===== config.mk =====
export PLATFORM = sky130hd
export DESIGN_NAME = int_to_decimal_ascii
export DESIGN_NICKNAME = d
export VERILOG_FILES = /design/src/hw/rtl/itda_pkg.sv /design/src/hw/rtl/itda_bcd.sv /design/src/hw/rtl/int_to_decimal_ascii.sv
export SDC_FILE = /design/constraint.sdc
export NUM_CORES = 1
export LEC_CHECK = 0
export BUFFER_PORTS_ARGS = -buffer_cell sky130_fd_sc_hd__buf_2
export CAP_MARGIN = 20
export CORE_UTILIZATION = 40
export CTS_BUF_LIST = sky130_fd_sc_hd__clkbuf_8
export DETAILED_ROUTE_END_ITERATION = 10
export PLACE_DENSITY = 0.66
export SYNTH_ARGS = -nofsm -noshare
export SYNTH_HDL_FRONTEND = slang
export SYNTH_HIERARCHICAL = 1
export SYNTH_SLANG_ARGS = --single-unit

===== constraint.sdc =====
create_clock -name clk -period 5.65 [get_ports clk]
set_input_delay 0.2825 -clock clk [delete_from_list [all_inputs] [get_ports clk]]
set_output_delay 0.2825 -clock clk [all_outputs]
set_load 0.05 [all_outputs]

===== src/hw/rtl/itda_pkg.sv =====
// ----------------------------------------------------------------------------
// itda_pkg: shared definitions for the decimal text converter
// Character codes, double dabble constants, sizing helper and the control/status structs passed
// between the sequencer and the binary-to-BCD unit.
// ----------------------------------------------------------------------------
package itda_pkg;

  // default width of the signed input value
  localparam int VALUE_BITS_DEF = 32;

  // ascii codes
  localparam logic [7:0] MINUS_CHAR = 8'd45;
  localparam logic [7:0] DIGIT_BASE = 8'd48;

  // double dabble: a digit at or above this value gets the correction added
  localparam logic [3:0] ADJ_LIMIT = 4'd5;
  localparam logic [3:0] ADJ_ADD   = 4'd3;

  // decimal digits needed for a value of the given bit width
  // (1233 / 4096 is just below log10(2))
  function automatic int digit_count(input int bits);
    int n;
    n = ((bits * 1233) >>> 12) + 1;
    return n;
  endfunction

  // sequencer to conversion unit
  typedef struct packed {
    logic start;  // load a new magnitude and begin the bit loop
    logic shift;  // drop the leading digit, shift the rest up
  } ctl_t;

  // conversion unit to sequencer
  typedef struct packed {
    logic       ready;  // bit loop finished, digits are valid
    logic [3:0] msd;    // current leading digit
  } stat_t;

endpackage


===== src/hw/rtl/itda_bcd.sv =====
// ----------------------------------------------------------------------------
// itda_bcd: iterative binary-to-BCD unit
// Shift-and-add-3 over one input bit per cycle, then hands out the digits
// from the most significant end, one per shift command.
// ----------------------------------------------------------------------------
module itda_bcd #(
  parameter int VALUE_BITS = itda_pkg::VALUE_BITS_DEF,
  parameter int DIGITS     = itda_pkg::digit_count(itda_pkg::VALUE_BITS_DEF)
) (
  input  logic                  clk,
  input  logic                  rst,
  input  itda_pkg::ctl_t        ctl,
  input  logic [VALUE_BITS-1:0] mag,
  output itda_pkg::stat_t       stat
);

  localparam int BW = 4 * DIGITS;
  localparam int CW = $clog2(VALUE_BITS + 1);

  logic [VALUE_BITS-1:0] bin;
  logic [BW-1:0]         bcd;
  logic [CW-1:0]         count;
  logic [BW-1:0]         bcd_adj;

  // add 3 to every digit that is 5 or more before the shift
  always_comb begin
    for (int i = 0; i < DIGITS; i++) begin
      if (bcd[4*i +: 4] >= itda_pkg::ADJ_LIMIT) begin
        bcd_adj[4*i +: 4] = bcd[4*i +: 4] + itda_pkg::ADJ_ADD;
      end else begin
        bcd_adj[4*i +: 4] = bcd[4*i +: 4];
      end
    end
  end

  // bit loop counter
  always_ff @(posedge clk) begin
    if (rst) begin
      count <= '0;
    end else if (ctl.start) begin
      count <= CW'(VALUE_BITS);
    end else if (count != '0) begin
      count <= count - CW'(1);
    end
  end

  // shared shift register: binary in, decimal digits out
  always_ff @(posedge clk) begin
    if (ctl.start) begin
      bin <= mag;
      bcd <= '0;
    end else if (count != '0) begin
      {bcd, bin} <= {bcd_adj[BW-2:0], bin, 1'b0};
    end else if (ctl.shift) begin
      bcd <= {bcd[BW-5:0], 4'd0};
    end
  end

  assign stat.ready = (count == '0);
  assign stat.msd   = bcd[BW-1 -: 4];

endmodule


===== src/hw/rtl/int_to_decimal_ascii.sv =====
// ----------------------------------------------------------------------------
// int_to_decimal_ascii: signed integer to decimal ascii text
// Sequence: the input transfer, the shift-add-3 bit loop over the value
// bits and the leading zero skip come before the first character is
// registered; one character per cycle after, while text_stall is low.
// A new value is not taken until the last character of the previous one
// has been loaded into the output register (number_stall outside idle).
// Reset: synchronous, clears the sequencer state and the output valid flag.
// ----------------------------------------------------------------------------
module int_to_decimal_ascii #(
  parameter int VALUE_BITS = itda_pkg::VALUE_BITS_DEF
) (
  input  logic                         clk,
  input  logic                         rst,
  input  logic                         number_valid,
  output logic                         number_stall,
  input  logic signed [VALUE_BITS-1:0] number,
  output logic                         text_valid,
  input  logic                         text_stall,
  output logic [7:0]                   text_char,
  output logic                         last_char
);

  localparam int DIGITS = itda_pkg::digit_count(VALUE_BITS);
  localparam int DW     = $clog2(DIGITS + 1);

  typedef enum logic [3:0] {
    S_IDLE = 4'b0001,
    S_CONV = 4'b0010,
    S_SKIP = 4'b0100,
    S_EMIT = 4'b1000
  } state_t;

  state_t                state, state_next;
  logic                  neg, neg_next;
  logic [DW-1:0]         dcnt, dcnt_next;
  logic                  text_valid_next;
  logic [7:0]            text_char_next;
  logic                  last_char_next;
  logic [VALUE_BITS-1:0] raw, mag;
  logic                  in_xfer, slot_free;
  itda_pkg::ctl_t        ctl;
  itda_pkg::stat_t       stat;

  // magnitude as unsigned, so the most negative value converts cleanly
  assign raw = number;
  assign mag = raw[VALUE_BITS-1] ? (~raw + VALUE_BITS'(1)) : raw;

  assign number_stall = (state != S_IDLE);
  assign in_xfer      = number_valid && !number_stall;
  assign slot_free    = !text_valid || !text_stall;

  itda_bcd #(
    .VALUE_BITS (VALUE_BITS),
    .DIGITS     (DIGITS)
  ) u_bcd (
    .clk  (clk),
    .rst  (rst),
    .ctl  (ctl),
    .mag  (mag),
    .stat (stat)
  );

  // sequencer and output register next values
  always_comb begin
    state_next      = state;
    neg_next        = neg;
    dcnt_next       = dcnt;
    ctl             = '0;
    text_valid_next = text_valid && text_stall;
    text_char_next  = text_char;
    last_char_next  = last_char;
    unique case (state)
      S_IDLE: begin
        if (in_xfer) begin
          ctl.start  = 1'b1;
          neg_next   = raw[VALUE_BITS-1];
          state_next = S_CONV;
        end
      end
      S_CONV: begin
        if (stat.ready) begin
          dcnt_next  = DW'(DIGITS);
          state_next = S_SKIP;
        end
      end
      S_SKIP: begin
        // drop leading zeros, always keep the last digit
        if (stat.msd == 4'd0 && dcnt != DW'(1)) begin
          ctl.shift = 1'b1;
          dcnt_next = dcnt - DW'(1);
        end else begin
          state_next = S_EMIT;
        end
      end
      S_EMIT: begin
        if (slot_free) begin
          text_valid_next = 1'b1;
          if (neg) begin
            text_char_next = itda_pkg::MINUS_CHAR;
            last_char_next = 1'b0;
            neg_next       = 1'b0;
          end else begin
            text_char_next = itda_pkg::DIGIT_BASE + {4'd0, stat.msd};
            last_char_next = (dcnt == DW'(1));
            ctl.shift      = 1'b1;
            dcnt_next      = dcnt - DW'(1);
            if (dcnt == DW'(1)) begin
              state_next = S_IDLE;
            end
          end
        end
      end
      default: begin
        state_next = S_IDLE;
      end
    endcase
  end

  // control registers
  always_ff @(posedge clk) begin
    if (rst) begin
      state      <= S_IDLE;
      text_valid <= 1'b0;
    end else begin
      state      <= state_next;
      text_valid <= text_valid_next;
    end
  end

  // payload registers
  always_ff @(posedge clk) begin
    neg       <= neg_next;
    dcnt      <= dcnt_next;
    text_char <= text_char_next;
    last_char <= last_char_next;
  end

  // a minus sign is never the final character
  a_minus_not_last: assert property (@(posedge clk) disable iff (rst)
    text_valid && text_char == itda_pkg::MINUS_CHAR |-> !last_char)
    else $error("minus sign marked as last character");

  // every other character is a decimal digit
  a_digit_range: assert property (@(posedge clk) disable iff (rst)
    text_valid && text_char != itda_pkg::MINUS_CHAR |->
      text_char >= itda_pkg::DIGIT_BASE && text_char <= (itda_pkg::DIGIT_BASE + 8'd9))
    else $error("character outside digit range");

  // an input transfer starts the conversion loop
  a_start_conv: assert property (@(posedge clk) disable iff (rst)
    in_xfer |=> state == S_CONV && !stat.ready)
    else $error("conversion did not start after input transfer");

  // new characters are only produced from the emit state
  a_emit_source: assert property (@(posedge clk) disable iff (rst)
    text_valid && !$past(text_valid && text_stall) && !$past(rst) |->
      $past(state) == S_EMIT)
    else $error("character loaded outside emit state");

endmodule

# Yosys cells after proc, flatten, opt, wreduce, memory -nomap -nowiden

Cells that the tools add are included.

Register bits after elaboration: 97
Word-level logic and storage cells: 108
Output and inout bits: 11

Order comparisons: 10
Mux-type cells: 40
Add/subtract/negate cells: 14
Equal/unequal tests: 14
Reduce and logical (&&, ||, !) cells: 19
Bitwise gates (word level): 1

Operator list:

| kind                    | number |
|---|---|
| $mux W32                | 3 |
| $mux W40                | 2 |
| $mux W4                 | 19 |
| $ge A4 B3 Y1 const B    | 10 |
| $add A4 B2 Y4 const B   | 9 |
| $add A32 B1 Y32 const B | 1 |
| $not A32 Y32            | 1 |
| $pmux W4 S4             | 1 |
| $ne A2 B2 Y1 const B    | 7 |
| $mux W6                 | 2 |
| $pmux W4 S3             | 1 |
| $mux W1                 | 9 |
| $eq A4 B1 Y1 const B    | 2 |
| $ne A4 B1 Y1 const B    | 2 |
| $add A6 B4 Y7 const A   | 1 |
| $logic_not A6 Y1        | 1 |
| $reduce_and A6 Y1       | 1 |
| $reduce_bool A2 Y1      | 3 |
| $reduce_bool A6 Y1      | 1 |
| $sub A6 B1 Y6 const B   | 1 |
| $reduce_and A5 Y1       | 1 |
| $eq A4 B2 Y1 const B    | 1 |
| $eq A4 B3 Y1 const B    | 1 |
| $eq A4 B4 Y1 const B    | 1 |
| 12 further kinds        | 17 |

# Logic depth before layout (Yosys ltp)

Word-level depth: 6
Gate-level depth with buffers: 11
Depth with buffers taken out: 8

# By module

The synthesis kept the hierarchy.

By module, submodules not included:

| module               | cells each | area an instance (um^2) | times used | seq. area each (um^2) |
|---|---|---|---|---|
| itda_bcd             | 401        | 4,309.1                 | 1          | 1,881.8 |
| int_to_decimal_ascii | 181        | 1,566.5                 | 1          | 430.4 |

# Worst setup path before layout

Ideal clock, no wire load.

Kind: register to register
Start point: register state[0]
End point: register u_bcd.bin[0], enable pin
Data arrival time: 2.766 ns
Library setup time: 0.389 ns
Path slack: 2.495 ns
Cell stages (with the launch flop): 9
Path buffers: 2
Period minus slack after synthesis: 3.155 ns
Cells stage by stage: dfxtp_1 -> or4b_2 -> inv_1 -> nand2_1 -> inv_1 -> clkbuf_1 -> clkbuf_1 -> inv_1 -> nand2_1

RTL lines:

| element                | RTL line                    | text |
|---|---|---|
| from (decl)            | int_to_decimal_ascii.sv:34  | `state_t state, state_next;` |
| from (signal assigned) | int_to_decimal_ascii.sv:126 | `state <= state_next;` |
| to (signal assigned)   | itda_bcd.sv:50              | `bin <= mag;` |
| to (signal assigned)   | itda_bcd.sv:53              | `{bcd, bin} <= {bcd_adj[BW-2:0], bin, 1'b0};` |
| to (decl)              | itda_bcd.sv:20              | `logic [VALUE_BITS-1:0] bin;` |

==> flow_summary.json <==
{
  "via_per_inst": 5.50,
  "die-area_um2": 15200,
  "die_h_um": 123,
  "portBuffers": 43,
  "hpwl_um": 7820,
  "synth_ff_type": "dfxtp_1",
  "use_met3_pct": 3.60,
  "ctsHoldBuffers": 0,
  "grt_pass1_wl_um": 19400,
  "crit_arrival_ps": 3740,
  "grtUsageTotal_pct": 16.1,
  "rsz0062_at_grt": "no",
  "fin_skew_ps": 8.24,
  "syn_area_um2": 5880,
  "busiest_layer": "met2",
  "wl_per_cell_um": 14.4,
  "ant_nets": 0,
  "finalSetupViolCount": 0,
  "cts-htree-levels": 3,
  "slew_headroom_pct": 29.7,
  "die_w_um": 123,
  "cap_violations": 0,
  "worst-setup-path-type": "flip-flop to flip-flop",
  "met1_usage_pct": 20.7,
  "postCtsSetupRepairBufs": 0,
  "drt-total-wl_um": 11300,
  "num_io_pins": 47,
  "fmax_ghz": 0.268,
  "first_iter_violations": 325,
  "cp_max_fo": 49,
  "antenna_found_initial": 0,
  "total_power_mw": 3.24,
  "use_met2_pct": 26.5,
  "grt_max_degree": 77,
  "netlist_instances": 582,
  "cellPowerDensity_nw_per_um2": 513,
  "synth_edf_count": 43,
  "yosys_warnings": 6,
  "syn_area_per_cell_um2": 10.1,
  "grt_pass1_vias": 4240,
  "ys_types": 52,
  "ctsResizeCount": 0,
  "period_minus_slack_ps": 3730,
  "slew_viol_final": 0,
  "fin_nets": 664,
  "clk_pin_slew_ps": 90,
  "fill_cells": 1336,
  "synth_seq_cells": 94,
  "antennaDiodeCount": 0,
  "worstMarginPinSlew_ps": 1050,
  "clk_latency_ps": 370,
  "worstPathRequired_ps": 5660,
  "grt-ovfl-total": 0,
  "vdd_drop_max_v": 0.000193,
  "ys_seq_area_share_pct": 39.4,
  "rows": 43,
  "ys_async_sr_fraction_pct": 0,
  "clock_path_buffers": 2,
  "route.detailed.drc": 0,
  "core_region_area_um2": 14100,
  "setup_tns_ps": 0,
  "startpoint_type": "flip-flop",
  "gp_congestion": 0.758,
  "hold_violations": 0,
  "end_kind": "flip-flop",
  "status": "finished clean",
  "hp-class": "input pin to flip-flop",
  "root_buffer": "clkbuf_8",
  "cts.sinks": 94,
  "drtPass1Iterations": 4,
  "cts_tree": "done",
  "syn_to_final_growth_pct": 7.56,
  "finalCritPeriodShare_pct": 66.0,
  "p_leak_nw": 2.34,
  "cts_buffers": 9,
  "initial_utilization_pct": 41.7,
  "via_count": 4341,
  "drive_above_1_share_pct": 19.4
}
[per-stage QoR]
stage                     std cells  setup slack, ps  area (µm²)  hold slack [ps]  utilization, %
after floorplan                 583             2490        5880              352               -
after global placement          773             2090        6160              483            43.7
after detailed placement        773             1950        6160              490            43.7
after CTS                       789             1930        6320              214            44.8
after global routing            789             1690        6320              235            44.8
final                           789             1920        6320              238            44.8
[routing by layer]
metal  share of wire, %  vias to the layer above
met3                3.3                       16
met1                 48                     2075
met4                1.7                        0
met2                 47                       69
met5                  0                        -
li1                   -                     2181
[kinds of logic (layout without fill, tap and decap cells)]
kind of cell             count (synthesis)  in the layout  share of synthesized area, %
flip-flops                              94             94                          39.4
multiplexers                            61             61                          11.1
AND/OR/NAND/NOR                        141            141                          14.2
adder cells (fa/ha/maj)                 24             24                          5.11
other                                    2              3                         0.128
XOR/XNOR                                43             43                          6.41
buffers and inverters                   70             96                          5.56
AO/OA/AOI/OAI                          147            147                          18.1
[report_power, final]
group          switching (mW)  internal [mW]
Sequential              0.214           1.08
Clock                   0.233          0.153
Combinational           0.829          0.726
Total                    1.28           1.96
[cell type report]
type                    instances  area [µm²]  area share, %
clock inverters                 7        33.8          0.535
inverters                      33         125           1.98
flip-flops and latches         94        2310           36.6
clock buffers                   9         124           1.96
multi-input cells             419        3250           51.5
well taps                     180         225           3.56
repair buffers                 47         245           3.88
[critical path: stages (launching register included)]
cell,delay (ps)
dfxtp_1,320
inv_1,90
ha_1,210
or3b_1,390
or3_1,690
clkinv_2,370
buf_4,510
o32ai_1,240
nor3b_1,540
[state kept, by name (all words and copies together), names as in the netlist]
signal / cells
dcnt: 4
last_char: 1
neg: 1
state: 4
text_char: 5
text_valid: 1
u_bcd/bcd: 40
u_bcd/bin: 32
u_bcd/count: 6
[path summary, 6_finish.rpt]
path	startpoint	to	slack [ps]	cells after the start
setup / recovery	u_bcd/count[0]	dcnt[0]	1920	8
hold / removal	rst	u_bcd/count[0]	240	2
setup reg to reg	u_bcd/count[0]	dcnt[0]	1920	8
hold reg to reg	u_bcd/count[5]	u_bcd/count[4]	510	2
[cell usage after synthesis (5+ instances only)]
cell type,n,share of area [%]
o21ai_0,20,1.7
ha_1,24,5.1
nor4_1,5,0.53
nand3_1,5,0.43
nand2_1,38,2.4
mux2i_1,29,4.9
o21a_1,10,1.3
buf_2,5,0.43
nand2b_1,16,1.7
mux2_2,32,6.1
dfxtp_1,51,17
buf_4,8,1.0
clkbuf_1,19,1.2
xnor2_1,43,6.4
o211a_1,17,2.9
a21oi_1,33,2.8
nor3b_1,21,2.7
a211oi_1,35,4.5
o31ai_1,13,1.7
edfxtp_1,43,22
or4_1,7,0.89
inv_1,32,2.0
nor2_1,15,0.96
[cell usage in the layout (no fill, tap or decap), drive strengths merged, types with 11 or more instances in the layout]
master / count
edfxtp: 43
xnor2: 43
nor3b: 21
nor2: 15
nand2b: 16
o31ai: 13
ha: 24
buf: 47
or4: 11
a211oi: 39
o211a: 17
o21ai: 20
mux2: 32
a21oi: 33
mux2i: 29
inv: 34
nand2: 38
dfxtp: 51
Note: power is estimated with default switching activity, not from simulation.
